$ cat config.mk
export PLATFORM = sky130hd
export DESIGN_NAME = ttm_scale
export DESIGN_NICKNAME = d
export VERILOG_FILES = /design/src/rtl/core/ttm_pkg.sv /design/src/rtl/core/ttm_scale.sv
export SDC_FILE = /design/constraint.sdc
export NUM_CORES = 2
export LEC_CHECK = 0
export BUFFER_PORTS_ARGS = -buffer_cell sky130_fd_sc_hd__buf_2
export CORE_MARGIN = 1
export CORE_UTILIZATION = 55
export DETAILED_ROUTE_END_ITERATION = 6
export PLACE_DENSITY = 0.83
export REMOVE_ABC_BUFFERS = 1
export SLEW_MARGIN = 40
export SYNTH_ARGS = -nofsm -noshare
export SYNTH_HDL_FRONTEND = slang
export SYNTH_SLANG_ARGS = --single-unit
$ cat constraint.sdc
create_clock -name i_clk -period 9 [get_ports i_clk]
set_input_delay 0.9 -clock i_clk [delete_from_list [all_inputs] [get_ports i_clk]]
set_output_delay 0.9 -clock i_clk [all_outputs]
set_load 0.02 [all_outputs]
$ cat src/rtl/core/ttm_pkg.sv
// ----------------------------------------------------------------------------
// ttm_pkg
// shared widths, item codes and types of the tick to millisecond converter
// ----------------------------------------------------------------------------
package ttm_pkg;

    localparam int MAX_SEGMENTS = 64;
    localparam int TICK_BITS    = 28;
    localparam int MS_BITS      = 31;
    localparam int RATE_BITS    = 24;
    localparam int CFG_BITS     = 7;
    localparam int SEG_IDX_BITS = 6;
    localparam int SEG_BITS     = $clog2(MAX_SEGMENTS);
    localparam int CNT_W        = SEG_BITS + 1;

    localparam int US_PER_MS    = 1000;
    localparam logic [MS_BITS-1:0] MS_MAX = {MS_BITS{1'b1}};

    // scaled offsets at or above this give a quotient that no longer fits
    localparam longint unsigned SAT_LIMIT = 64'(US_PER_MS) << MS_BITS;
    localparam int PROD_BITS   = TICK_BITS + RATE_BITS;
    localparam int DIGIT_BITS  = 4;
    localparam int DIV_IN_BITS = $clog2(SAT_LIMIT);
    localparam int DIGITS      = (DIV_IN_BITS + DIGIT_BITS - 1) / DIGIT_BITS;
    localparam int DIV_BITS    = DIGITS * DIGIT_BITS;
    localparam int REM_BITS    = $clog2(US_PER_MS);
    localparam int PART_BITS   = REM_BITS + DIGIT_BITS;
    localparam int DCNT_BITS   = $clog2(DIGITS);

    localparam logic [1:0] MODE_LOAD    = 2'd0;
    localparam logic [1:0] MODE_CONVERT = 2'd1;
    localparam logic [1:0] MODE_REWIND  = 2'd2;
    localparam logic [1:0] MODE_CLEAR   = 2'd3;

    typedef struct packed {
        logic [TICK_BITS-1:0] tick;
        logic [MS_BITS-1:0]   ms;
        logic [RATE_BITS-1:0] rate;
    } t_seg;

    typedef struct packed {
        logic done;
        logic sat;
    } t_scale_sts;

endpackage

$ cat src/rtl/core/ttm_scale.sv
// ----------------------------------------------------------------------------
// ttm_scale
// multiplies a tick offset by the rate and divides by 1000, one radix-16
// digit per cycle, flagging quotients too large for the result field
// ----------------------------------------------------------------------------
module ttm_scale
    import ttm_pkg::*;
(
    input  logic                 i_clk,
    input  logic                 i_rst_n,
    input  logic                 i_start,
    input  logic [TICK_BITS-1:0] i_mag,
    input  logic [RATE_BITS-1:0] i_rate,
    output t_scale_sts           o_sts,
    output logic [MS_BITS-1:0]   o_quot
);

    localparam logic [1:0] SC_IDLE = 2'd0;
    localparam logic [1:0] SC_MUL  = 2'd1;
    localparam logic [1:0] SC_DIV  = 2'd2;

    logic [1:0]            r_phase;
    logic                  r_done;
    logic                  r_sat;
    logic [PROD_BITS-1:0]  r_prod;
    logic [DIV_BITS-1:0]   r_x;
    logic [REM_BITS-1:0]   r_rem;
    logic [MS_BITS-1:0]    r_quot;
    logic [DCNT_BITS-1:0]  r_cnt;

    logic [PART_BITS-1:0]  w_part;
    logic [DIGIT_BITS-1:0] w_digit;
    logic [REM_BITS-1:0]   w_rem;

    always_comb begin
        w_part  = {r_rem, r_x[DIV_BITS-1 -: DIGIT_BITS]};
        w_digit = '0;
        for (int k = 1; k < (1 << DIGIT_BITS); k++) begin
            if (w_part >= PART_BITS'(k * US_PER_MS)) begin
                w_digit = DIGIT_BITS'(k);
            end
        end
        w_rem = REM_BITS'(w_part - PART_BITS'(int'(w_digit) * US_PER_MS));
    end

    always_ff @(posedge i_clk) begin
        if (!i_rst_n) begin
            r_phase <= SC_IDLE;
            r_done  <= 1'b0;
        end else begin
            r_done <= 1'b0;
            case (r_phase)
                SC_IDLE: begin
                    if (i_start) begin
                        r_phase <= SC_MUL;
                    end
                end
                SC_MUL: begin
                    r_phase <= SC_DIV;
                end
                SC_DIV: begin
                    if (r_cnt == DCNT_BITS'(DIGITS - 1)) begin
                        r_phase <= SC_IDLE;
                        r_done  <= 1'b1;
                    end
                end
                default: begin
                    r_phase <= SC_IDLE;
                end
            endcase
        end
    end

    always_ff @(posedge i_clk) begin
        case (r_phase)
            SC_MUL: begin
                r_prod <= PROD_BITS'(i_mag) * PROD_BITS'(i_rate);
                r_x    <= DIV_BITS'(PROD_BITS'(i_mag) * PROD_BITS'(i_rate));
                r_rem  <= '0;
                r_quot <= '0;
                r_cnt  <= '0;
            end
            SC_DIV: begin
                if (r_cnt == '0) begin
                    r_sat <= (64'(r_prod) >= SAT_LIMIT);
                end
                r_x    <= r_x << DIGIT_BITS;
                r_rem  <= w_rem;
                r_quot <= {r_quot[MS_BITS-DIGIT_BITS-1:0], w_digit};
                r_cnt  <= r_cnt + 1'b1;
            end
            default: begin
            end
        endcase
    end

    assign o_sts.done = r_done;
    assign o_sts.sat  = r_sat;
    assign o_quot     = r_quot;

endmodule

==> results_dict.tcl <==
set metrics [dict create \
    clock-sinks 111 \
    core_area_sq_um 49000 \
    insertion_delay_ns 0.35 \
    number_of_setup_buffers_added_after_cts 0 \
    grt.overflow.total 0 \
    crit_required_ns 9.10 \
    die_width_um 225 \
    detailed_place_hpwl_um 50600 \
    clkSlewWorstSetupHoldPaths_ns 0.08 \
    worstMarginPinSlew_ns 0.702 \
    worst_slew_margin_relative_to_its_limit 0.532 \
    drt-pass1-iter-count 6 \
    critical_path_arrival_ns 7.82 \
    worst-path-buf-inv 5 \
    critical_path.endpoint_type "flip-flop" \
    critical_path.max_stage_delay_ns 0.57 \
    layout-drive-gt1-share 0.0594 \
    grt_first_pass_wirelength_um 107000 \
    cell_type_of_the_slowest_stage_on_the_worst_timing_path "fa_1" \
    initial_utilization 0.557 \
    synth_edf_count 108 \
    holdCritPathClass "flip-flop to flip-flop" \
    route.detailed.wl_per_inst_um 17.8 \
    setup.worst_path.class "input port to flip-flop" \
    ys_types 76 \
    cts_resized 0 \
    critical_path.cell_chain "buf_2 > buf_4 > nand2_1 > fa_1 > inv_1 > fa_1 > fa_1 > fa_1 > fa_1 > fa_1 > inv_1 > fa_1 > inv_1 > ha_1 > nand4_1 > nor2_1 > o2111ai_1 > a211oi_2 > o211ai_1 > a21boi_1 > o2111ai_1 > a21o_1 > a31o_2" \
    ctsLongestPathBuffers 2 \
    antenna_violating_nets_post_route 0 \
    num_rows 81 \
    critical-path-top-cell-by-count "fa_1" \
    route.final.wire_length_um 63500 \
    synth.yosys.warnings 0 \
    flip_flop_and_latch_count_after_synthesis 111 \
    avgViaCountPerCell 5.46 \
    final_hold_viol_count 0 \
    cp_top_family "adder cells" \
    gp_congestion 0.924 \
    route.vias.total 19433 \
    fp.dieH_um 225 \
    fin_worst_skew_ns 0.0105 \
    cts-hold-fix-buffers 0 \
    grt_start_max_net_pins 70 \
    synth_area_sq_um 27300 \
    die_area_sq_um 50500 \
    run_status "completed" \
    synthArstFlopShare 0 \
    tns_ns 0 \
    grt_setup_unrepaired "no" \
    io_buffer_count 87 \
    n_antenna_cell 0 \
    tritoncts "built" \
    route.detailed.drc 0 \
    numCtsBuffers 9 \
    max_cap_violations 0 \
    flow.area_growth_from_synthesis_pct 4.06 \
    cts-root-buf "clkbuf_16" \
    vias_in_the_first_global_route 21632 \
    timing_max_transition_violations_final 0 \
    detailedRoute.firstIterationViolations 1329 \
    cp-start-kind "input port" \
    synthesis.area_per_instance_sq_um 9.30 \
    period_share 0.858 \
    pin_count 88 \
    synth_sequential_area_ratio 0.121 \
    synthesis.instances 2930 \
    maxClockFrequency_mhz 130 \
    htree_num_levels 3 \
    antenna_found_initial 0 \
    grt_use_total 0.270 \
    min_period_ns 7.72 \
    nets 3718 \
    highest_net_fanout_along_the_worst_path 15 \
    yosys_most_used_dff "edfxtp_1" \
    finalSetupViolations 0 \
]
==> cell usage after synthesis (4+ instances only) <==
library cell | count | area share
inv_1 | 666 | 0.092
fa_1 | 575 | 0.42
nand2_1 | 423 | 0.058
and2_1 | 379 | 0.087
ha_1 | 198 | 0.091
clkbuf_1 | 142 | 0.020
edfxtp_1 | 108 | 0.12
a21oi_1 | 57 | 0.010
nor2_1 | 51 | 0.0070
xnor2_1 | 39 | 0.013
o21ai_0 | 31 | 0.0057
a21o_1 | 25 | 0.0069
mux2_2 | 19 | 0.0078
xor2_1 | 19 | 0.0061
nand3_1 | 14 | 0.0026
o21a_1 | 14 | 0.0039
a31oi_1 | 12 | 0.0028
nand4_1 | 11 | 0.0025
buf_1 | 10 | 0.0014
o211ai_1 | 10 | 0.0028
nand2b_1 | 9 | 0.0021
nor2b_1 | 8 | 0.0018
nor3_1 | 7 | 0.0013
a21oi_2 | 6 | 0.0019
o21bai_1 | 6 | 0.0017
a211o_1 | 5 | 0.0016
nor4_1 | 5 | 0.0011
a211oi_1 | 4 | 0.0011
==> metal layers <==
metal	global-route usage	vias up	part of all wire
met3	0.0354	166	0.067
met4	0.108	0	0.041
met2	0.465	779	0.49
met1	0.346	9870	0.40
met5	0	-	0
li1	-	8618	-
==> placed cells by master (no fill, tap or decap), types with 25 or more instances in the layout <==
cell type / n
edfxtp_1: 108
xnor2_1: 39
o21ai_0: 31
and2_1: 379
fa_1: 575
nor2_1: 51
buf_2: 87
nand2_1: 423
a21oi_1: 57
inv_1: 666
a21o_1: 25
ha_1: 195
==> final timing paths <==
path	startpoint	endpoint	slack (ns)	depth (start not counted)
worst max register to register	r_rem[3]$_SDFFCE_PN0P_	r_rem[9]$_SDFFCE_PN0P_	4.09	16
worst min-delay path	r_x[25]$_DFFE_PP_	r_x[29]$_DFFE_PP_	0.52	2
worst min register to register	r_x[25]$_DFFE_PP_	r_x[29]$_DFFE_PP_	0.52	2
worst max-delay path	i_rate[15]	r_x[40]$_DFFE_PP_	1.28	23
==> per-stage QoR <==
stage / instances / util / hold WS (ns) / setup slack (ns) / area (sq um)
global route: 3559 / 0.579 / 0.546 / 0.991 / 28400
floorplan: 2772 / - / 0.487 / 1.88 / 26600
global placement: 3543 / 0.574 / 0.502 / 1.07 / 28100
detailed placement: 3543 / 0.574 / 0.502 / 0.968 / 28100
CTS: 3559 / 0.579 / 0.521 / 1.34 / 28400
finish: 3559 / 0.579 / 0.519 / 1.28 / 28400
==> registers in the layout, indices dropped and copies added (netlist names) <==
register and cells:
r_x 44, o_quot 31, r_done 1, r_prod 18, r_rem 10, r_sat 1, r_phase 2, r_cnt 4
==> area by class of cell <==
cell class                      count  area, sq um
Multi-Input combinational cell   1994        20900
Timing Repair Buffer              107          589
Fill cell                        4186        20600
Clock buffer                       10          229
Tap cell                          664          831
Clock inverter                      6         52.6
Sequential cell                   111         3300
Inverter                          667         2500
==> worst min-delay path, stage by stage, from the launching register on <==
cell,delay [ns]
edfxtp_1,0.33
nand2_1,0.05
nand2_1,0.04
==> logic make-up (layout without fill, tap and decap cells) <==
family	count (synthesis)	count (layout)	share of synthesized area
AND/OR/NAND/NOR	927	927	0.169
buffers and inverters	825	790	0.114
adder cells (fa/ha/maj)	773	773	0.513
AO/OA/AOI/OAI	215	215	0.0545
flip-flops	111	111	0.121
XOR/XNOR	58	58	0.0186
multiplexers	21	21	0.00877
Power is not shown: default switching activity piles up to over one toggle a cycle in this logic, so the estimate is an artifact.
